==> src/rtl/lbpp_pkg.sv <==
`timescale 1ns / 1ps

package lbpp_pkg;

	localparam int CHANNELS_DEF = 5;
	localparam int OUT_W = 5;
	localparam int CH_W = 3;
	localparam int PAT_W = 8;
	localparam int POS_W = 3;
	localparam int BT_W = 16;
	localparam logic [BT_W-1:0] BT_RESET = 16'd125;

	typedef enum logic {
		OP_TICK = 1'b0,
		OP_LOAD = 1'b1
	} op_t;

	// Per-channel control for one transaction.
	typedef struct packed {
		logic             en;
		logic             tick;
		logic             load;
		logic [PAT_W-1:0] pattern;
		logic             repeat_req;
		logic [BT_W-1:0]  reload;
	} chan_ctl_t;

	// Per-channel outcome of one transaction.
	typedef struct packed {
		logic level;
		logic finished;
		logic restarted;
	} chan_stat_t;

endpackage

==> src/rtl/lbpp_if.sv <==
`timescale 1ns / 1ps

interface lbpp_item_if;
	logic                          valid;
	logic                          ready;
	logic                          op;
	logic [lbpp_pkg::CH_W-1:0]     channel;
	logic [lbpp_pkg::PAT_W-1:0]    pattern;
	logic                          repeat_req;

	modport source (output valid, op, channel, pattern, repeat_req, input ready);
	modport sink (input valid, op, channel, pattern, repeat_req, output ready);
endinterface

interface lbpp_result_if;
	logic                          valid;
	logic                          ready;
	logic [lbpp_pkg::OUT_W-1:0]    drive_levels;
	logic [lbpp_pkg::OUT_W-1:0]    finished_mask;
	logic                          restarted;

	modport source (output valid, drive_levels, finished_mask, restarted, input ready);
	modport sink (input valid, drive_levels, finished_mask, restarted, output ready);
endinterface

==> src/rtl/lbpp_chan.sv <==
`timescale 1ns / 1ps

module lbpp_chan (
	input  logic                   clk,
	input  logic                   arst_n,
	input  lbpp_pkg::chan_ctl_t    ctl,
	output lbpp_pkg::chan_stat_t   stat
);

	logic [lbpp_pkg::PAT_W-1:0] pattern_q, pattern_d;
	logic [lbpp_pkg::POS_W-1:0] pos_q, pos_d;
	logic                       loop_q, loop_d;
	logic [lbpp_pkg::BT_W-1:0]  ticks_q, ticks_d;
	logic                       level_q, level_d;
	logic                       same;

	always_comb begin
		pattern_d = pattern_q;
		pos_d = pos_q;
		loop_d = loop_q;
		ticks_d = ticks_q;
		level_d = level_q;
		stat.finished = 1'b0;
		stat.restarted = 1'b0;
		same = ctl.repeat_req && (pattern_q == ctl.pattern) && loop_q;
		if (ctl.load) begin
			if (!same) begin
				ticks_d = '0;
				pos_d = '0;
				pattern_d = ctl.pattern;
				loop_d = ctl.repeat_req;
				stat.restarted = 1'b1;
			end
		end else if (ctl.tick) begin
			if (ticks_q != '0) begin
				ticks_d = ticks_q - 1'b1;
			end else begin
				ticks_d = ctl.reload;
				level_d = pattern_q[pos_q];
				pos_d = pos_q + 1'b1;
				if (pos_q == '1 && !loop_q) begin
					pattern_d = '0;
					stat.finished = 1'b1;
				end
			end
		end
		stat.level = level_d;
	end

	always_ff @(posedge clk or negedge arst_n) begin
		if (!arst_n) begin
			pattern_q <= '0;
			pos_q <= lbpp_pkg::POS_W'(1);
			loop_q <= 1'b0;
			ticks_q <= '0;
			level_q <= 1'b0;
		end else if (ctl.en) begin
			pattern_q <= pattern_d;
			pos_q <= pos_d;
			loop_q <= loop_d;
			ticks_q <= ticks_d;
			level_q <= level_d;
		end
	end

endmodule

==> src/rtl/led_blink_pattern_pacer_top.sv <==
`timescale 1ns / 1ps
// LED and beeper blink pattern pacer.
// Items arrive on the valid/ready channel "items": op selects a time tick or a
// pattern load, and a load carries channel, pattern and repeat_req. Every
// accepted transaction produces exactly one transaction on "results" with the
// output levels of channels 0 to 4, the channels whose one-shot pattern ended
// on this tick, and whether a load restarted its channel.
// The bit time in ticks is written through cfg_we and cfg_wdata; the user must
// do so only while idle, not enforced by the block; zero acts as one.
// An item is registered at acceptance and its result is registered once the
// result register is free, through the per-channel next-state logic between
// the two registers. One item is taken every cycle unless the receiver stalls.
// While the receiver stalls, the result register holds and one more item may
// wait in the input register; then ready drops until the result is taken.
// Reset clears all patterns, sets every channel to bit position one with its
// timer expired, drives all levels low and loads a bit time of 125 ticks.
// Channels above four run normally; only their restarts show on the results.
module led_blink_pattern_pacer_top #(
	parameter int CHANNELS = lbpp_pkg::CHANNELS_DEF
) (
	input  logic                        clk,
	input  logic                        arst_n,
	lbpp_item_if.sink                   items,
	lbpp_result_if.source               results,
	input  logic                        cfg_we,
	input  logic [lbpp_pkg::BT_W-1:0]   cfg_wdata
);

	logic [lbpp_pkg::BT_W-1:0]  bit_time_q;
	logic [lbpp_pkg::BT_W-1:0]  reload;

	logic                       valid_s1;
	lbpp_pkg::op_t              op_s1;
	logic [lbpp_pkg::CH_W-1:0]  channel_s1;
	logic [lbpp_pkg::PAT_W-1:0] pattern_s1;
	logic                       repeat_s1;

	logic                       out_valid_q;
	logic [lbpp_pkg::OUT_W-1:0] levels_q;
	logic [lbpp_pkg::OUT_W-1:0] finished_q;
	logic                       restarted_q;

	logic                       advance;
	lbpp_pkg::chan_ctl_t        ctl [CHANNELS];
	lbpp_pkg::chan_stat_t       stat [CHANNELS];
	logic [lbpp_pkg::OUT_W-1:0] levels_d;
	logic [lbpp_pkg::OUT_W-1:0] finished_d;
	logic                       restarted_d;

	assign advance = valid_s1 && (!out_valid_q || results.ready);
	assign items.ready = !valid_s1 || advance;
	assign reload = (bit_time_q == '0) ? '0 : bit_time_q - 1'b1;

	always_ff @(posedge clk or negedge arst_n) begin
		if (!arst_n) begin
			bit_time_q <= lbpp_pkg::BT_RESET;
		end else if (cfg_we) begin
			bit_time_q <= cfg_wdata;
		end
	end

	always_ff @(posedge clk or negedge arst_n) begin
		if (!arst_n) begin
			valid_s1 <= 1'b0;
		end else if (items.ready) begin
			valid_s1 <= items.valid;
		end
	end

	always_ff @(posedge clk) begin
		if (items.valid && items.ready) begin
			op_s1 <= lbpp_pkg::op_t'(items.op);
			channel_s1 <= items.channel;
			pattern_s1 <= items.pattern;
			repeat_s1 <= items.repeat_req;
		end
	end

	for (genvar i = 0; i < CHANNELS; i++) begin : g_chan
		always_comb begin
			ctl[i].en = advance;
			ctl[i].tick = (op_s1 == lbpp_pkg::OP_TICK);
			ctl[i].load = (op_s1 == lbpp_pkg::OP_LOAD) && (32'(channel_s1) == i);
			ctl[i].pattern = pattern_s1;
			ctl[i].repeat_req = repeat_s1;
			ctl[i].reload = reload;
		end

		lbpp_chan u_chan (
			.clk    (clk),
			.arst_n (arst_n),
			.ctl    (ctl[i]),
			.stat   (stat[i])
		);
	end

	for (genvar b = 0; b < lbpp_pkg::OUT_W; b++) begin : g_out
		if (b < CHANNELS) begin : g_used
			assign levels_d[b] = stat[b].level;
			assign finished_d[b] = stat[b].finished;
		end else begin : g_unused
			assign levels_d[b] = 1'b0;
			assign finished_d[b] = 1'b0;
		end
	end

	always_comb begin
		restarted_d = 1'b0;
		for (int i = 0; i < CHANNELS; i++) begin
			restarted_d = restarted_d | stat[i].restarted;
		end
	end

	always_ff @(posedge clk or negedge arst_n) begin
		if (!arst_n) begin
			out_valid_q <= 1'b0;
		end else if (advance) begin
			out_valid_q <= 1'b1;
		end else if (results.ready) begin
			out_valid_q <= 1'b0;
		end
	end

	always_ff @(posedge clk) begin
		if (advance) begin
			levels_q <= levels_d;
			finished_q <= finished_d;
			restarted_q <= restarted_d;
		end
	end

	assign results.valid = out_valid_q;
	assign results.drive_levels = levels_q;
	assign results.finished_mask = finished_q;
	assign results.restarted = restarted_q;

	a_tick_no_restart: assert property (@(posedge clk) disable iff (!arst_n)
		(advance && op_s1 == lbpp_pkg::OP_TICK) |=> !restarted_q)
		else $error("tick transaction reported a restart");

	a_load_no_finish: assert property (@(posedge clk) disable iff (!arst_n)
		(advance && op_s1 == lbpp_pkg::OP_LOAD) |=> (finished_q == '0))
		else $error("load transaction reported a finished channel");

	a_result_source: assert property (@(posedge clk) disable iff (!arst_n)
		$rose(out_valid_q) |-> $past(valid_s1))
		else $error("result appeared without a registered item");

	a_ready_when_empty: assert property (@(posedge clk) disable iff (!arst_n)
		!out_valid_q |-> items.ready)
		else $error("input stalled with an empty result register");

endmodule

==> src/flat_wrapper.sv <==
// flat-port wrapper written by rule: the top's interface ports become plain ports
module led_blink_pattern_pacer_top_flat 
#(
	parameter int CHANNELS = lbpp_pkg::CHANNELS_DEF
)
  (clk, arst_n, cfg_we, cfg_wdata, items_valid, items_op, items_channel, items_pattern, items_repeat_req, items_ready, results_valid, results_drive_levels, results_finished_mask, results_restarted, results_ready);
  lbpp_item_if items_i ();
  lbpp_result_if results_i ();
  input  logic clk;
  input  logic arst_n;
  input  logic cfg_we;
  input  logic [lbpp_pkg::BT_W-1:0] cfg_wdata;
  input wire logic [$bits(items_i.valid)-1:0] items_valid;
  input wire logic [$bits(items_i.op)-1:0] items_op;
  input wire logic [$bits(items_i.channel)-1:0] items_channel;
  input wire logic [$bits(items_i.pattern)-1:0] items_pattern;
  input wire logic [$bits(items_i.repeat_req)-1:0] items_repeat_req;
  output wire logic [$bits(items_i.ready)-1:0] items_ready;
  output wire logic [$bits(results_i.valid)-1:0] results_valid;
  output wire logic [$bits(results_i.drive_levels)-1:0] results_drive_levels;
  output wire logic [$bits(results_i.finished_mask)-1:0] results_finished_mask;
  output wire logic [$bits(results_i.restarted)-1:0] results_restarted;
  input wire logic [$bits(results_i.ready)-1:0] results_ready;
  assign items_i.valid = items_valid;
  assign items_i.op = items_op;
  assign items_i.channel = items_channel;
  assign items_i.pattern = items_pattern;
  assign items_i.repeat_req = items_repeat_req;
  assign items_ready = items_i.ready;
  assign results_valid = results_i.valid;
  assign results_drive_levels = results_i.drive_levels;
  assign results_finished_mask = results_i.finished_mask;
  assign results_restarted = results_i.restarted;
  assign results_i.ready = results_ready;
  led_blink_pattern_pacer_top #(.CHANNELS(CHANNELS)) u_core (.clk(clk), .arst_n(arst_n), .items(items_i), .results(results_i), .cfg_we(cfg_we), .cfg_wdata(cfg_wdata));
endmodule
==> config.mk <==
export PLATFORM = sky130hd
export DESIGN_NAME = led_blink_pattern_pacer_top_flat
export DESIGN_NICKNAME = d
export VERILOG_FILES = /design/src/rtl/lbpp_pkg.sv /design/src/rtl/lbpp_if.sv /design/src/rtl/lbpp_chan.sv /design/src/rtl/led_blink_pattern_pacer_top.sv /design/src/flat_wrapper.sv
export SDC_FILE = /design/constraint.sdc
export NUM_CORES = 1
export LEC_CHECK = 0
export ABC_AREA = 1
export BUFFER_PORTS_ARGS = -buffer_cell sky130_fd_sc_hd__buf_2
export CAP_MARGIN = 20
export CORE_AREA = 2 2 153 155
export CTS_CLUSTER_SIZE = 25
export DETAILED_ROUTE_END_ITERATION = 7
export DIE_AREA = 0 0 155 157
export PLACE_DENSITY_LB_ADDON = 0.12
export SLEW_MARGIN = 20
export SYNTH_ARGS = -nofsm -noshare
export SYNTH_HDL_FRONTEND = slang
export SYNTH_HIERARCHICAL = 1
export SYNTH_SLANG_ARGS = --single-unit
==> constraint.sdc <==
create_clock -name clk -period 6.4 [get_ports clk]
set_clock_uncertainty 0.15 [all_clocks]
set_input_delay 0.96 -clock clk [delete_from_list [all_inputs] [get_ports clk]]
set_output_delay 0.96 -clock clk [all_outputs]
set_load 0.01 [all_outputs]
==> results of run 1 <==
## stage by stage
step,instance area [um^2],instances,power [uW],hold slack [ns]
floorplan,12300,1738,3510,0.292
global placement,12700,2039,3910,0.305
detailed placement,12700,2039,3950,0.317
CTS,13300,2071,5040,0.322
global route,13300,2072,5470,0.341
finish,13300,2072,5040,0.307
## cell type report
type,count,share of cell area
clock inverter,11,0.00810
clock buffer,21,0.0362
sequential,187,0.362
inverter,218,0.0616
multi-input combinational,1295,0.481
tap,285,0.0268
timing repair buffer,55,0.0244
## worst max path at each step
stage,endpoint,slack (ns),cells after the start
3_3_place_gp,u_core/g_chan[1].u_chan/ticks_q[9],3.01,9
4_1_cts,u_core/g_chan[0].u_chan/ticks_q[10],3.27,9
2_1_floorplan,u_core/g_chan[1].u_chan/pattern_q[1],3.09,8
6_report,u_core/g_chan[0].u_chan/ticks_q[10],3.24,9
5_1_grt,u_core/g_chan[0].u_chan/ticks_q[10],2.96,9
3_5_place_dp,u_core/g_chan[1].u_chan/ticks_q[7],2.90,9
## cell usage in the layout (no fill, tap or decap), drive strengths merged, types with 25 or more instances in the layout
master,count
nand3,107
a21oi,36
o21ai,157
buf,55
dfrtp,152
nand2,581
inv,218
o211ai,25
xor2,37
nand4,42
nor2,220
## power by group through the flow
| stage | logic, uW | registers [uW] | clock network (uW) |
|---|---|---|---|
| floorplan | 1700 | 1800 | 0 |
| global placement | 2020 | 1890 | 0 |
| detailed placement | 2060 | 1890 | 0 |
| CTS | 2070 | 1870 | 1090 |
| global route | 2410 | 1930 | 1130 |
| finish | 2090 | 1880 | 1070 |
## logic make-up (layout without fill, tap and decap cells)
family,Yosys count,after routing,share of synthesized area
multiplexers,2,2,0.00183
adder cells (fa/ha/maj),21,21,0.0214
buffers and inverters,256,305,0.0877
XOR/XNOR,53,53,0.0378
AO/OA/AOI/OAI,235,235,0.109
flip-flops,187,187,0.392
AND/OR/NAND/NOR,984,984,0.350
## registers in the layout, summed over array words and instances, names as in the netlist, 3 cells and up
| register | flops |
|---|---|
| u_core/bit_time_q | 16 |
| u_core/channel_s1 | 3 |
| u_core/g_chan.u_chan/level_q | 5 |
| u_core/g_chan.u_chan/loop_q | 5 |
| u_core/g_chan.u_chan/pattern_q | 40 |
| u_core/g_chan.u_chan/pos_q | 15 |
| u_core/g_chan.u_chan/ticks_q | 80 |
| u_core/pattern_s1 | 8 |
| u_core/results.drive_levels | 5 |
| u_core/results.finished_mask | 5 |
## layer usage
metal  up-vias  share of wire  wire length, um
met5         -              0                0
met4         0          0.014              431
met3        26          0.047             1480
met2       271           0.47            14700
met1      5183           0.47            14800
li1       5609              -                -
==> flow_summary.toml, run 1 <==
[synthesis]
synthTopCellsByCount = "nand2_1 (557), inv_1 (207), nor2_1 (193)"
ys_seq_area_frac = 0.392
postSynthAreaPerCell_um2 = 7.06
post_synth_main_area_contributors = "dfrtp_1 (31%), nand2_1 (17%), inv_1 (6.3%), nor2_1 (5.9%), edfxtp_1 (5.9%)"
synth.distinct_cells = 46
synth_edf_count = 24
yosysWarningCount = 6
synth_seq_cells = 187
synth.most_common_cell = "nand2_1"
synth_flop_cell = "dfrtp_1"
netlist_area_um2 = 12300
mappedNetlistNets = 1793
netlist.area_leader.share = 0.310
gate_count_of_the_mapped_netlist = 1738
postSynth.asyncResetShare = 0.872
yosys.area.top_type = "dfrtp_1"

[final_layout]
multi_input_area_um2 = 6390
n_fill_cell = 2093
final_core_utilization = 0.591
seq_area_um2 = 4810
finish.net_count = 1829
diodes = 0
areaGrowthSynthToFinish_pct = 8.28
layout-drive-gt1-share = 0.108

[clock_network]
cts_root_buffer = "clkbuf_16"
num_cts_buffers = 17
cts_resized = 0
post-cts-setup-buffer-count = 0
clk_transition_reported_paths_ns = 0.07
clock_sinks = 187
clock_tree.htree_level_count = 4
cts_tree = "done"
clk-insertion-delay-late_ns = 0.44
holdBufCountCts = 0
cts_max_path_buffers = 2

[floorplan]
coreArea_um2 = 22500
chipHeight_um = 157
row_count = 55
dieArea_um2 = 24300
die_x_um = 155
start_util = 0.545
io_pins = 47

[critical_path]
worstSetupStartpointType = "flop"
startpoint_of_the_worst_setup_timing_path = "u_core/channel_s1[0]"
critical_path_arrival_ns = 3.37
slowest_delay_ns = 0.60
critical_path.most_common_cell = "nand2_1"
crit_path_cell_trace = "inv_1 -> nand2_1 -> nor2_1 -> inv_2 -> a21oi_2 -> nand2_1 -> clkinv_1 -> o21ai_0 -> o21ai_1"
worst-setup-path-type = "reg -> reg"
setup.worst_path.end_class = "flop"
rr_startpoint = "u_core/channel_s1[0]"
reg2reg_setup_slack_ns = 3.24
critical_path.n_buffers_inverters = 3
cell_depth_of_the_worst_flop_to_flop_path = 9
peak_fanout_along_the_critical_path = 13
cp_top_family = "simple AND/OR/NAND/NOR gates"
critical_path.reg2reg.endpoint = "u_core/g_chan[0].u_chan/ticks_q[10]"
crit_path_top_delay_cell = "nor2_1"
worst_ep_required_time_ns = 6.61

[sta]
setup_repair_after_global_routing_missed_its_margin = "false"
setup_viol = 0
slew_headroom = 0.397
drv_slew = 0
timing.fmax_mhz = 316
setup_slack_ns = 3.24
fin_setup_tns_ns = 0
finalHoldViolCount = 0
timing_worst_slew_pin_value_ns = 0.905
timing.final.crit_share = 0.494
finalWorstPathRequiredPeriod_ns = 3.16

[power]
power_per_cell_area_nw_per_um2 = 379
power.internal_uw = 2870
clockPowerShare = 0.212
power.static_leakage_uw = 0.00701
swShare = 0.430
worst_ir_drop_vdd_mv = 0.139
sequential_power_share = 0.374
comb_pwr_share = 0.414
netSwitchingPower_uw = 2170

[route]
detailroute.via_count = 11100
drt_drc_violations_left = 0
detail_route.wirelength_um = 31400
detailedRoute.firstIterationViolations = 1017
postRouteAntennaNets = 0
wire_per_inst_um = 15.1
firstDrtPassIters = 5
detail_route.vias_per_cell = 5.35

[placement]
dp_worst_setup_slack_ns = 2.90
gpl.final_weighted_congestion = 0.911
hpwlAfterDp_um = 21700
place.port_buffers = 46

[global_routing]
grt-ovfl-total = 0
grt_util_met3 = 0.0319
grt_pass1_vias = 10100
grt_util_met2 = 0.434
antenna_found_initial = 0
grt_first_pass_wirelength_um = 51500
grt_util_met1 = 0.371
groute.usage.overall = 0.263
global_route_layer_with_the_greatest_usage = "met2"
grt_start_max_net_pins = 75

[outcome]
outcome = "finished clean"

[worst_hold_path]
worstHoldPathType = "in -> async"

[flow_run]
maxCapViolCount = 0
Power figures use the tool's default switching activity.
==> inputs of run 2 (changes only) <==
- clock period: 6.4 -> 2.55 ns (I/O delays scaled with it)
==> flow_summary.toml, run 2 (same netlist as run 1, synthesis figures left out) <==
[outcome]
outcome = "finished clean"

[critical_path]
cp_top_family = "simple AND/OR/NAND/NOR gates"
slowest_delay_ns = 0.53
critical_path.reg2reg.endpoint = "u_core/g_chan[3].u_chan/ticks_q[11]"
cp.depth = 10
critical_path_arrival_ns = 2.63
setup.worst_path.end_class = "flop"
worstSetupStartpointType = "flop"
cell_depth_of_the_worst_flop_to_flop_path = 10
crit_path_cell_trace = "inv_1 -> ha_1 -> nand2_2 -> nor2_4 -> nand2_2 -> inv_2 -> nor2_1 -> o21ai_0 -> o21bai_1 -> nand2_1"
startpoint_of_the_worst_setup_timing_path = "u_core/bit_time_q[0]"
critical_path.most_common_cell = "nand2_2"
crit_path_top_delay_cell = "dfstp_2"
rr_startpoint = "u_core/bit_time_q[0]"
worst-setup-path-type = "reg -> reg"
reg2reg_setup_slack_ns = 0.14
critical_path.n_buffers_inverters = 2
peak_fanout_along_the_critical_path = 14
worst_ep_required_time_ns = 2.78
cp-endpoint = "u_core/g_chan[3].u_chan/ticks_q[11]"

[route]
postRouteAntennaNets = 0
detail_route.wirelength_um = 32600
firstDrtPassIters = 8
detailroute.via_count = 11400
detail_route.vias_per_cell = 5.34
wire_per_inst_um = 15.2
drt_drc_violations_left = 0
detailedRoute.firstIterationViolations = 868

[clock_network]
num_cts_buffers = 17
clock_tree.htree_level_count = 4
cts_resized = 0
clock_sinks = 187
cts_root_buffer = "clkbuf_16"
clk-insertion-delay-late_ns = 0.44
clk_transition_reported_paths_ns = 0.07
cts_max_path_buffers = 2
cts_tree = "done"

[global_routing]
groute.usage.overall = 0.280
grt_start_max_net_pins = 51
global_route_layer_with_the_greatest_usage = "met2"
grt_pass1_vias = 10800
grt_first_pass_wirelength_um = 54000
grt_util_met1 = 0.373
antenna_found_initial = 0
grt-ovfl-total = 0
grt_util_met2 = 0.468
grt_util_met3 = 0.0405

[floorplan]
start_util = 0.545
coreArea_um2 = 22500
row_count = 55
die_x_um = 155
dieArea_um2 = 24300
io_pins = 47
chipHeight_um = 157

[power]
clockPowerShare = 0.215
power.static_leakage_uw = 0.00733
power.internal_uw = 7440
netSwitchingPower_uw = 5560
sequential_power_share = 0.363
power_per_cell_area_nw_per_um2 = 938
worst_ir_drop_vdd_mv = 0.465
swShare = 0.428
comb_pwr_share = 0.422

[final_layout]
multi_input_area_um2 = 6390
n_fill_cell = 2079
reg.largest.list = "u_core/g_chan.u_chan/ticks_q (80), u_core/g_chan.u_chan/pattern_q (40), u_core/bit_time_q (16)"
finish.net_count = 1896
final_cell_mix = "nand2_1 (557), inv_1 (207), nor2_1 (193)"
biggest_register = "u_core/g_chan.u_chan/ticks_q"
seq_area_um2 = 4810
areaGrowthSynthToFinish_pct = 13.0
largest_register_ffs = 80
layout-drive-gt1-share = 0.128
final_core_utilization = 0.616
layout.cells.most_common = "nand2_1"
diodes = 0

[sta]
setup_repair_after_global_routing_missed_its_margin = "false"
timing_worst_slew_pin_value_ns = 0.899
fin_setup_tns_ns = 0
finalWorstPathRequiredPeriod_ns = 2.41
timing.final.crit_share = 0.944
drv_slew = 0
setup_viol = 0
slew_headroom = 0.399
timing.fmax_mhz = 415
finalHoldViolCount = 0

[worst_hold_path]
min_from = "cfg_wdata[12]"
worstHoldPathType = "in -> reg"
hold_path_depth = 3

[placement]
gpl.final_weighted_congestion = 0.935
hpwlAfterDp_um = 23500
place.port_buffers = 46

[flow_run]
maxCapViolCount = 0
-- run 2: cell count changes in the layout (fill, tap and decap cells not counted) --
cell / delta
inv_6: +1
clkinv_4: -2
buf_12: +1
bufinv_16: +2
clkbuf_16: -1
buf_4: +45
clkbuf_8: -2
clkinvlp_4: -1
dlygate4sd3_1: +22
inv_8: +3
buf_16: -1
-- run 2: worst min-delay path by stage --
stage,endpoint,slack [ns]
global route,u_core/bit_time_q[3],0.01
global placement,u_core/g_chan[2].u_chan/pos_q[1],0.22
CTS,u_core/bit_time_q[8],0.002
finish,u_core/bit_time_q[12],0.02
detailed placement,u_core/g_chan[2].u_chan/pos_q[1],0.23
floorplan,u_core/bit_time_q[10],-0.06
-- run 2: power by group through the flow --
stage               sequential [uW]  combinational (uW)  clock, uW
finish                         4720                5480       2800
global route                   4840                6290       2990
CTS                            4700                5450       2870
detailed placement             4740                5410          0
global placement               4740                5300          0
floorplan                      4520                4280          0
-- run 2: tightest hold or removal path, delay by kind of cell --
kind,cells,cell delay [ns]
AOI/OAI and AO/OA,1,0.07
and+or+nand+nor,1,0.04
buffers and inverters,1,0.07
-- run 2: per-layer routing --
layer  wire length [um]  up-vias
li1                   -     5755
met1              14500     5264
met2              15200      337
met3               2070       57
met4                874        0
met5                  0        -
-- run 2: area by class of cell --
class                           count  area share
Sequential cell                   187       0.347
Clock inverter                     14      0.0134
Tap cell                          285      0.0257
Timing Repair Buffer              122      0.0631
Clock buffer                       18      0.0310
Multi-Input combinational cell   1295       0.461
Inverter                          218      0.0590
-- run 2: metrics by stage --
step	setup WS, ns	instances	cell area, um^2	hold WS [ns]	total power (uW)
finish	0.143	2139	13900	0.0166	13000
global route	0.0150	2139	13900	0.0133	14100
CTS	0.145	2139	13900	0.00158	13000
detailed placement	0.161	2085	13000	0.230	10100
global placement	0.232	2085	13000	0.222	10000
floorplan	0.241	1738	12300	-0.0631	8800
-- run 2: repair_timing --
action	CTS	global route
hold buffers	22	0
endpoints found under the hold margin	62	0
setup buffers	0	0
